[src/rtl/fqs_pkg.sv]
package fqs_pkg;

	localparam int DEPTH_DEF   = 16;
	localparam int MAX_RESULTS = 16;
	localparam int VAL_W       = 32;
	localparam int POS_W       = 4;
	localparam int REQ_W       = 2;
	localparam int STATUS_W    = 3;

	typedef enum logic [REQ_W-1:0] {
		REQ_ENQ    = 2'd0,
		REQ_DEQ    = 2'd1,
		REQ_SEARCH = 2'd2
	} req_t;

	typedef enum logic [STATUS_W-1:0] {
		ST_OK       = 3'd0,
		ST_EMPTY    = 3'd1,
		ST_FULL     = 3'd2,
		ST_FOUND    = 3'd3,
		ST_NOTFOUND = 3'd4
	} status_t;

endpackage

[src/rtl/fqs_ram.sv]
module fqs_ram #(
	parameter int WIDTH = 32,
	parameter int DEPTH = 16
) (
	input  logic                     clk,
	input  logic                     wr_en,
	input  logic [$clog2(DEPTH)-1:0] wr_addr,
	input  logic [WIDTH-1:0]         wr_data,
	input  logic [$clog2(DEPTH)-1:0] rd_addr,
	output logic [WIDTH-1:0]         rd_data
);

	logic [WIDTH-1:0] mem_q [DEPTH];

	always_ff @(posedge clk) begin
		if (wr_en) begin
			mem_q[wr_addr] <= wr_data;
		end
		rd_data <= mem_q[rd_addr];
	end

endmodule

[src/rtl/fifo_queue_with_search.sv]
// Bounded FIFO of signed 32-bit values with a linear search. Enqueue and
// dequeue produce one response each; an unused request code produces none.
// A search walks the queue from head to tail through the single registered
// read port of the entry RAM, reading then comparing each entry, closes the
// run in a final state, waits while the response side stalls and ends early
// after MAX_RESULTS matches. One found response is given per match with its
// position from the head, or one not-found response (an empty queue gives an
// empty response); last marks the final response of each request. The request
// side is stalled for the whole search and while a response waits to be taken.
module fifo_queue_with_search
	import fqs_pkg::*;
#(
	parameter int DEPTH = DEPTH_DEF
) (
	input  logic                       clk,
	input  logic                       arst_n,
	input  logic                       req_valid,
	output logic                       req_stall,
	input  logic [REQ_W-1:0]           req_type,
	input  logic signed [VAL_W-1:0]    value,
	output logic                       rsp_valid,
	input  logic                       rsp_stall,
	output logic [STATUS_W-1:0]        status,
	output logic [POS_W-1:0]           position,
	output logic                       last
);

	localparam int PTR_W = $clog2(DEPTH);
	localparam int CNT_W = $clog2(DEPTH + 1);
	localparam int SUM_W = CNT_W + 1;
	localparam int NM_W  = $clog2(MAX_RESULTS + 1);

	typedef enum logic [3:0] {
		S_IDLE  = 4'b0001,
		S_READ  = 4'b0010,
		S_CMP   = 4'b0100,
		S_FINAL = 4'b1000
	} state_t;

	state_t              state_q;
	logic [PTR_W-1:0]    head_q;
	logic [CNT_W-1:0]    fill_q;
	logic [VAL_W-1:0]    key_q;
	logic [CNT_W-1:0]    idx_q;
	logic [POS_W-1:0]    pos_q;
	logic [PTR_W-1:0]    rd_addr_q;
	logic                pend_q;
	logic [POS_W-1:0]    pend_pos_q;
	logic [NM_W-1:0]     nmatch_q;

	logic                out_valid_q;
	logic [STATUS_W-1:0] out_status_q;
	logic [POS_W-1:0]    out_pos_q;
	logic                out_last_q;

	logic                slot_free;
	logic                req_acc;
	logic                wr_en;
	logic [PTR_W-1:0]    wr_addr;
	logic [VAL_W-1:0]    rd_data;
	logic                hit;
	logic                last_entry;
	logic                cap;
	logic [SUM_W-1:0]    wr_sum;

	logic                emit;
	logic [STATUS_W-1:0] emit_status;
	logic [POS_W-1:0]    emit_pos;

	assign slot_free = !out_valid_q || !rsp_stall;
	assign req_stall = (state_q != S_IDLE) || !slot_free;
	assign req_acc   = req_valid && !req_stall;

	assign wr_sum  = SUM_W'(head_q) + SUM_W'(fill_q);
	assign wr_addr = (wr_sum >= SUM_W'(DEPTH)) ? PTR_W'(wr_sum - SUM_W'(DEPTH))
	                                           : PTR_W'(wr_sum);
	assign wr_en   = req_acc && (req_type == REQ_ENQ) && (fill_q != CNT_W'(DEPTH));

	fqs_ram #(
		.WIDTH(VAL_W),
		.DEPTH(DEPTH)
	) u_ram (
		.clk     (clk),
		.wr_en   (wr_en),
		.wr_addr (wr_addr),
		.wr_data (value),
		.rd_addr (rd_addr_q),
		.rd_data (rd_data)
	);

	assign hit        = (rd_data == key_q);
	assign last_entry = ((idx_q + CNT_W'(1)) == fill_q);
	assign cap        = ((nmatch_q + NM_W'(1)) == NM_W'(MAX_RESULTS));

	always_comb begin
		emit        = 1'b0;
		emit_status = ST_OK;
		emit_pos    = '0;
		case (state_q)
			S_IDLE: begin
				if (req_acc) begin
					case (req_type)
						REQ_ENQ: begin
							emit        = 1'b1;
							emit_status = (fill_q == CNT_W'(DEPTH)) ? ST_FULL : ST_OK;
						end
						REQ_DEQ: begin
							emit        = 1'b1;
							emit_status = (fill_q == '0) ? ST_EMPTY : ST_OK;
						end
						REQ_SEARCH: begin
							if (fill_q == '0) begin
								emit        = 1'b1;
								emit_status = ST_EMPTY;
							end
						end
						default: begin
							emit = 1'b0;
						end
					endcase
				end
			end
			S_CMP: begin
				if (hit && pend_q && slot_free) begin
					emit        = 1'b1;
					emit_status = ST_FOUND;
					emit_pos    = pend_pos_q;
				end
			end
			S_FINAL: begin
				if (slot_free) begin
					emit        = 1'b1;
					emit_status = pend_q ? ST_FOUND : ST_NOTFOUND;
					emit_pos    = pend_q ? pend_pos_q : '0;
				end
			end
			default: begin
				emit = 1'b0;
			end
		endcase
	end

	always_ff @(posedge clk or negedge arst_n) begin
		if (!arst_n) begin
			state_q     <= S_IDLE;
			head_q      <= '0;
			fill_q      <= '0;
			out_valid_q <= 1'b0;
			pend_q      <= 1'b0;
			nmatch_q    <= '0;
		end else begin
			if (emit) begin
				out_valid_q <= 1'b1;
			end else if (!rsp_stall) begin
				out_valid_q <= 1'b0;
			end
			case (state_q)
				S_IDLE: begin
					if (req_acc) begin
						case (req_type)
							REQ_ENQ: begin
								if (fill_q != CNT_W'(DEPTH)) begin
									fill_q <= fill_q + CNT_W'(1);
								end
							end
							REQ_DEQ: begin
								if (fill_q != '0) begin
									fill_q <= fill_q - CNT_W'(1);
									head_q <= (head_q == PTR_W'(DEPTH - 1)) ? '0
									                                        : head_q + PTR_W'(1);
								end
							end
							REQ_SEARCH: begin
								if (fill_q != '0) begin
									pend_q   <= 1'b0;
									nmatch_q <= '0;
									state_q  <= S_READ;
								end
							end
							default: begin
								state_q <= S_IDLE;
							end
						endcase
					end
				end
				S_READ: begin
					state_q <= S_CMP;
				end
				S_CMP: begin
					if (!(hit && pend_q && !slot_free)) begin
						if (hit) begin
							pend_q   <= 1'b1;
							nmatch_q <= nmatch_q + NM_W'(1);
						end
						if (last_entry || (hit && cap)) begin
							state_q <= S_FINAL;
						end else begin
							state_q <= S_READ;
						end
					end
				end
				S_FINAL: begin
					if (slot_free) begin
						state_q <= S_IDLE;
					end
				end
				default: begin
					state_q <= S_IDLE;
				end
			endcase
		end
	end

	always_ff @(posedge clk) begin
		if (emit) begin
			out_status_q <= emit_status;
			out_pos_q    <= emit_pos;
			out_last_q   <= (state_q != S_CMP);
		end
		case (state_q)
			S_IDLE: begin
				key_q     <= value;
				idx_q     <= '0;
				pos_q     <= '0;
				rd_addr_q <= head_q;
			end
			S_CMP: begin
				if (!(hit && pend_q && !slot_free)) begin
					if (hit) begin
						pend_pos_q <= pos_q;
					end
					idx_q     <= idx_q + CNT_W'(1);
					pos_q     <= pos_q + POS_W'(1);
					rd_addr_q <= (rd_addr_q == PTR_W'(DEPTH - 1)) ? '0
					                                              : rd_addr_q + PTR_W'(1);
				end
			end
			default: begin
				key_q <= key_q;
			end
		endcase
	end

	assign rsp_valid = out_valid_q;
	assign status    = out_status_q;
	assign position  = out_pos_q;
	assign last      = out_last_q;

endmodule

[config.mk]
export PLATFORM = sky130hd
export DESIGN_NAME = fifo_queue_with_search
export DESIGN_NICKNAME = d
export VERILOG_FILES = /design/src/rtl/fqs_pkg.sv /design/src/rtl/fqs_ram.sv /design/src/rtl/fifo_queue_with_search.sv
export SDC_FILE = /design/constraint.sdc
export NUM_CORES = 1
export LEC_CHECK = 0
export ABC_AREA = 0
export BUFFER_PORTS_ARGS = -buffer_cell sky130_fd_sc_hd__buf_2
export CAP_MARGIN = 10
export CORE_MARGIN = 5
export CORE_UTILIZATION = 50
export DETAILED_ROUTE_END_ITERATION = 12
export GPL_ROUTABILITY_DRIVEN = 0
export PLACE_DENSITY = 0.66
export SLEW_MARGIN = 15
export SYNTH_ARGS = -nofsm -noshare
export SYNTH_HDL_FRONTEND = slang
export SYNTH_SLANG_ARGS = --single-unit
export TNS_END_PERCENT = 5
[constraint.sdc]
create_clock -name clk -period 5.95 [get_ports clk]
set_input_delay 1.19 -clock clk [delete_from_list [all_inputs] [get_ports clk]]
set_output_delay 1.19 -clock clk [all_outputs]
set_load 0.01 [all_outputs]
Word-level counts from Yosys, hierarchy flattened

Memory sizes are Yosys's and may differ from the RTL's. A register that Yosys moved wholly into a read port is not among the register bits.
Index checks and enable logic that the tools add are counted.

Register bits: 77
Memory bits (writable): 512
Bits of input ports: 38
Output and inout bits: 10
Logic and storage cells: 132
Memories: 1

Memory list:

| memory      | depth | bits a word | read ports | clocked after Yosys merged registers in | wr ports | line          | RTL |
|---|---|---|---|---|---|---|---|
| u_ram.mem_q | 16    | 32          | 1          | 1                                       | 1        | fqs_ram.sv:13 | `logic [WIDTH-1:0] mem_q [DEPTH];` |

Add/subtract/negate cells: 9
Magnitude comparators: 1
Eq/ne operators: 26
Muxes and demuxes: 53
Bitwise gates (word level): 1
Reductions and logical operators: 27

Operators by type and width:

| kind                                                                    | number |
|---|---|
| 4-bit 2-to-1 mux                                                        | 13 |
| 5-bit 2-to-1 mux                                                        | 8 |
| 32-bit == test                                                          | 1 |
| 4-bit case mux with 2 select lines                                      | 4 |
| 5-bit case mux with 2 select lines                                      | 3 |
| 4-bit case mux with 4 select lines                                      | 1 |
| 5-bit by 1-bit adder with 5-bit output, second input constant           | 3 |
| 1-bit 2-to-1 mux                                                        | 14 |
| 2-bit inequality test, second input constant                            | 7 |
| 4-bit by 1-bit adder with 4-bit output, second input constant           | 3 |
| 4-bit == test, second input constant                                    | 3 |
| 5-bit == test, second input constant                                    | 2 |
| 5-bit AND reduction                                                     | 2 |
| 3-bit case mux with 3 select lines                                      | 1 |
| 1-bit logical AND                                                       | 7 |
| 4-bit by 5-bit adder with 6-bit output                                  | 1 |
| 6-bit by 5-bit >= comparator with 1-bit output, second input constant   | 1 |
| 2-bit 2-to-1 mux                                                        | 3 |
| 3-bit 2-to-1 mux                                                        | 2 |
| 2-bit by 1-bit inequality test with 1-bit output, second input constant | 3 |
| 6-bit AND reduction                                                     | 1 |
| 5-bit == test                                                           | 1 |
| 5-bit zero test                                                         | 1 |
| 5-bit inequality test, second input constant                            | 1 |
| 23 further kinds                                                        | 31 |

Longest topological paths before layout

Depth in word-level cells: 10
Depth in mapped cells: 10
Gate-level depth less buffers: 10

Modules after synthesis

A second synthesis with hierarchy kept.

Cells, all modules: 1143
Area, all modules: 23670.2 sq um

Modules (own cells, without submodules):

| module                 | times used | cells each | area an instance (sq um) |
|---|---|---|---|
| fqs_ram                | 1          | 838        | 19835.3 |
| fifo_queue_with_search | 1          | 305        | 3834.9 |

Least setup slack after synthesis

OpenSTA, ideal clock, no wires.

Path type: register -> register
Start: reg state_q[0]
End: mem u_ram.mem_q[0][0] (enable)
Arrival: 3998 ps
Data required time: 5529 ps
Setup slack: 1531 ps
Cell stages (with the launch flop): 6
Cells stage by stage: dfstp_2 -> nor4b_4 -> and3_1 -> nand3_1 -> or3_1 -> nor2_1

Word-level cells in the longest chain between the ends: 8

RTL lines:

| element                                          | line                          | RTL |
|---|---|---|
| start, declared                                  | fifo_queue_with_search.sv:40  | `state_t state_q;` |
| start signal, assigned                           | fifo_queue_with_search.sv:145 | `state_q <= S_IDLE;` |
| start signal, assigned                           | fifo_queue_with_search.sv:177 | `state_q <= S_READ;` |
| start signal, assigned                           | fifo_queue_with_search.sv:181 | `state_q <= S_IDLE;` |
| 4-bit by 1-bit inequality test with 1-bit output | fifo_queue_with_search.sv:71  | `assign req_stall = (state_q != S_IDLE) \|\| !slot_free;` |
| 1-bit logical OR                                 | fifo_queue_with_search.sv:71  |  |
| 1-bit zero test                                  | fifo_queue_with_search.sv:72  | `assign req_acc = req_valid && !req_stall;` |
| 1-bit logical AND                                | fifo_queue_with_search.sv:72  |  |
| 1-bit logical AND (2 in series)                  | fifo_queue_with_search.sv:77  | `assign wr_en = req_acc && (req_type == REQ_ENQ) && (fill_q != CNT_W'(DEPTH));` |
| 1-bit 2-to-1 mux                                 | fqs_ram.sv:16                 | `if (wr_en) begin` |
| 1-bit 2-to-1 mux (implied by the code)           | fqs_ram.sv:17                 | `mem_q[wr_addr] <= wr_data;` |
| end, declared                                    | fqs_ram.sv:13                 |  |

Every way passes these cells.

Final worst setup path

Start: reg state_q[0]
End: out req_stall

Word-level cells in the longest chain between the ends: 2

RTL lines:

| element                                          | line                         | RTL |
|---|---|---|
| 4-bit by 1-bit inequality test with 1-bit output | fifo_queue_with_search.sv:71 |  |
| 1-bit logical OR                                 | fifo_queue_with_search.sv:71 |  |
| end, declared                                    | fifo_queue_with_search.sv:18 | `output logic req_stall,` |

Every way passes these cells.

==> out/results.tsv <==
stage	metric	value	unit
clocking	Clk Latency, worst-skew pair	620	ps
die	Top Ports	48	
sta	Final setup viols	0	
sta	RSZ-0062 raised after global routing	false	
synth	#FFs+latches synth	621	
route	DR vias/cell	5.89	
cells_and_area	Cell Count, Final, Fillers Out	2068	
power_and_ir_drop	Leakage	0.00922	uW
route	drt pass-1 iters	5	
sta	fmax	295	MHz
synth	Synth Instances	1326	
sta	Rel. slew slack	31.6	%
worst_setup_path	Setup CP Type	reg -> out	
sta	Setup TNS Final	0	ps
worst_setup_path	Worst Path Required	4760	ps
cells_and_area	Multi-input gate area	5710	sq um
grt	first-pass GRT wire length	75.7	mm
cells_and_area	Antenna Cells	0	
clocking	post-CTS resize count	0	
clocking	count of clock tree sinks	621	
worst_setup_path	Stages on worst setup path	4	
cells_and_area	fill count	3554	
route	Avg WL per Cell	24.1	um
placed_design	placed cells	1956	
clocking	CTS tree	built	
clocking	Post-CTS Setup Bufs	0	
power_and_ir_drop	pwr dens	464	nW/um^2
die	area of the die	52700	sq um
route	Iteration-0 DRC Markers	1119	
synth	sequential area share after synthesis	75.6	%
worst_setup_path	CP Data Arrival Time	2200	ps
placed_design	pre-CTS WS	2030	ps
synth	area leader, netlist	edfxtp_1	
grt	global route total overflow	0	
worst_setup_path	R2R Path End	u_ram.mem_q[15][1]	
worst_setup_path	reg-to-reg startpoint	fill_q[1]	
cells_and_area	nets	1459	
sta	Final Hold Fails	0	
route	Residual DRC	0	
synth	synthesized area per cell	18.2	sq um
worst_setup_path	Crit. Startpoint	state_q[0]	
clocking	CTS root buf	clkbuf_16	
worst_setup_path	CP max stage cell	dfstp_2	
worst_setup_path	Crit path largest cell delay	570	ps
route	vias	12200	
route	Detail Route Antenna Nets	0	
synth	Post-synth ARST share	3.22	%
hold_path	HP Class	reg -> reg	
clocking	htree depth	2	
clocking	CTS Buf Count	59	
die	Starting Density	50.5	%
synth	ys flop type	edfxtp_1	
clocking	CTS hold repair buffers	0	
die	row cnt	80	
sta	fin. max-slew vios	0	
grt	global-route usage over all layers	18.7	%
synth	Synthesis Warnings	0	
worst_setup_path	CP Capture Point	req_stall	
clocking	CTS Buffer Depth	3	
power_and_ir_drop	worst vdd ir	0.483	mV
clocking	CTS clk-pin slew, worst paths	60	ps
cells_and_area	share of post-route cells with drive strength above 1	19.4	%
sta	fin crit share	57.0	%
run_status	status	finished clean	
worst_setup_path	Worst setup SP type	register	
cells_and_area	register area	18200	sq um
cells_and_area	Layout area overhead	13.1	%
route	Routed WL	49.8	mm
worst_setup_path	Bufs and invs on worst path	2	
sta	Final WS setup	2560	ps
grt	initial antenna violation count	1	
sta	Final Skew	22.7	ps
grt	vias in the first global route	12200	
synth	Post-synth EDFFs	569	
synth	ranking of synthesized cells by area	edfxtp_1 (71%), mux4_2 (6.0%), mux2i_1 (4.4%), dfxtp_1 (2.7%), dfrtp_1 (2.0%)	
die	Die Height	230	um
placed_design	PortBufs	47	
worst_setup_path	critical path capture point type	output port	
die	DIE WIDTH	230	um
sta	final worst path period need	3390	ps
synth	Yosys cell types	56	
worst_setup_path	Worst R2R Setup Slack	2740	ps
worst_setup_path	crit-path max FO	39	
synth	Syn Nets	1382	
placed_design	hpwl dp	28.3	mm
worst_setup_path	delay-heaviest family, CP	buffers and inverters	
die	CORE AREA	47700	sq um
synth	top cell type's share of synthesized area	70.9	%
synth	Post-Synthesis Cell Area	24100	sq um
sta	Least-Margin Pin Slew	1020	ps
worst_setup_path	cells on worst reg2reg path	7	
worst_setup_path	CP cell instances	nor4b_4 -> buf_4 -> nand2_1 -> buf_2	
grt	pin count of the biggest net entering global routing	124	
flow_run	max capacitance violation total	0	
cell usage in the layout (no fill, tap or decap), drive strengths merged, types with 8 or more instances in the layout:
cell type and n:
edfxtp 569, mux2i 105, clkbuf 79, buf 74, nand2 72, o21ai 67
mux4 64, xnor2 45, a21oi 45, nor2 34, a22oi 33, a221oi 32
dfxtp 32, mux2 26, dfrtp 19, clkinv 19, ha 16, inv 15
nand4 10, nand3 10, xor2 9, bufinv 9, and2 8
registers in the layout, summed over array words and instances (netlist names), 3 cells and up:
signal and cells:
u_ram.rd_data 32, pend_pos_q 4, head_q 4, rd_addr_q 4, fill_q 5, state_q 4, idx_q 5, nmatch_q 5
key_q 32, pos_q 4, status 3, position 4, u_ram.mem_q 512
stage by stage:
| stage | power (uW) | instance area, sq um | util, % | hold slack (ps) |
|---|---|---|---|---|
| after global routing | 13200 | 27300 | 57.1 | 493 |
| after floorplan | 7820 | 24100 | - | 448 |
| after global placement | 8800 | 25200 | 52.8 | 459 |
| after CTS | 12800 | 27300 | 57.1 | 479 |
| final | 12600 | 27300 | 57.1 | 473 |
| after detailed placement | 8860 | 25200 | 52.8 | 463 |
Yosys cell counts, drive strengths merged, types with 3 or more instances:
cell,instances
a21o,6
nor3,6
dfxtp,32
mux4,64
nor2b,3
nor2,34
edfxtp,569
buf,29
and2,8
clkbuf,29
mux2i,105
nand3,10
o21ai,67
inv,14
xnor2,45
dfrtp,19
nand4,10
ha,16
a22oi,33
a221oi,32
a21oi,45
xor2,9
or3,3
nand2,72
and3,6
mux2,26
a31oi,4
where the power goes:
group / total (uW) / internal [uW] / switching [uW]
clock: 3890 / 2320 / 1580
sequential: 5460 / 5250 / 218
combinational: 3290 / 1300 / 1990
worst min-delay path by stage:
| stage | from | end | slack (ps) | cells past startpoint |
|---|---|---|---|---|
| finish | pos_q[3] | pend_pos_q[3] | 470 | 0 |
| detailed placement | pos_q[3] | pend_pos_q[3] | 460 | 0 |
| floorplan | pos_q[3] | pend_pos_q[3] | 450 | 0 |
| CTS | pos_q[3] | pend_pos_q[3] | 480 | 0 |
| global route | pos_q[3] | pend_pos_q[3] | 490 | 0 |
| global placement | pos_q[3] | pend_pos_q[3] | 460 | 0 |
routing by layer:
layer	track usage [%]	share of wire [%]
met1	27.6	44
met2	30.1	49
met3	2.56	5.3
met4	4.40	1.7
met5	0	0.024
cell type report:
class | instances | area share [%]
sequential | 621 | 66.8
multi-input combinational | 633 | 20.9
clock buffer | 79 | 5.98
tap | 615 | 2.82
timing repair buffer | 74 | 1.70
clock inverter | 32 | 1.55
inverter | 14 | 0.193
kinds of logic after synthesis:
logic type      Yosys count  synth area share, %
compound gates          204                 5.42
xor+xnor                 54                 1.96
simple gates            162                 3.20
mux                     195                 11.6
fa+ha+maj                18                0.996
buf+inv                  72                 1.28
flops                   621                 75.6
Power figures use the tool's default switching activity.
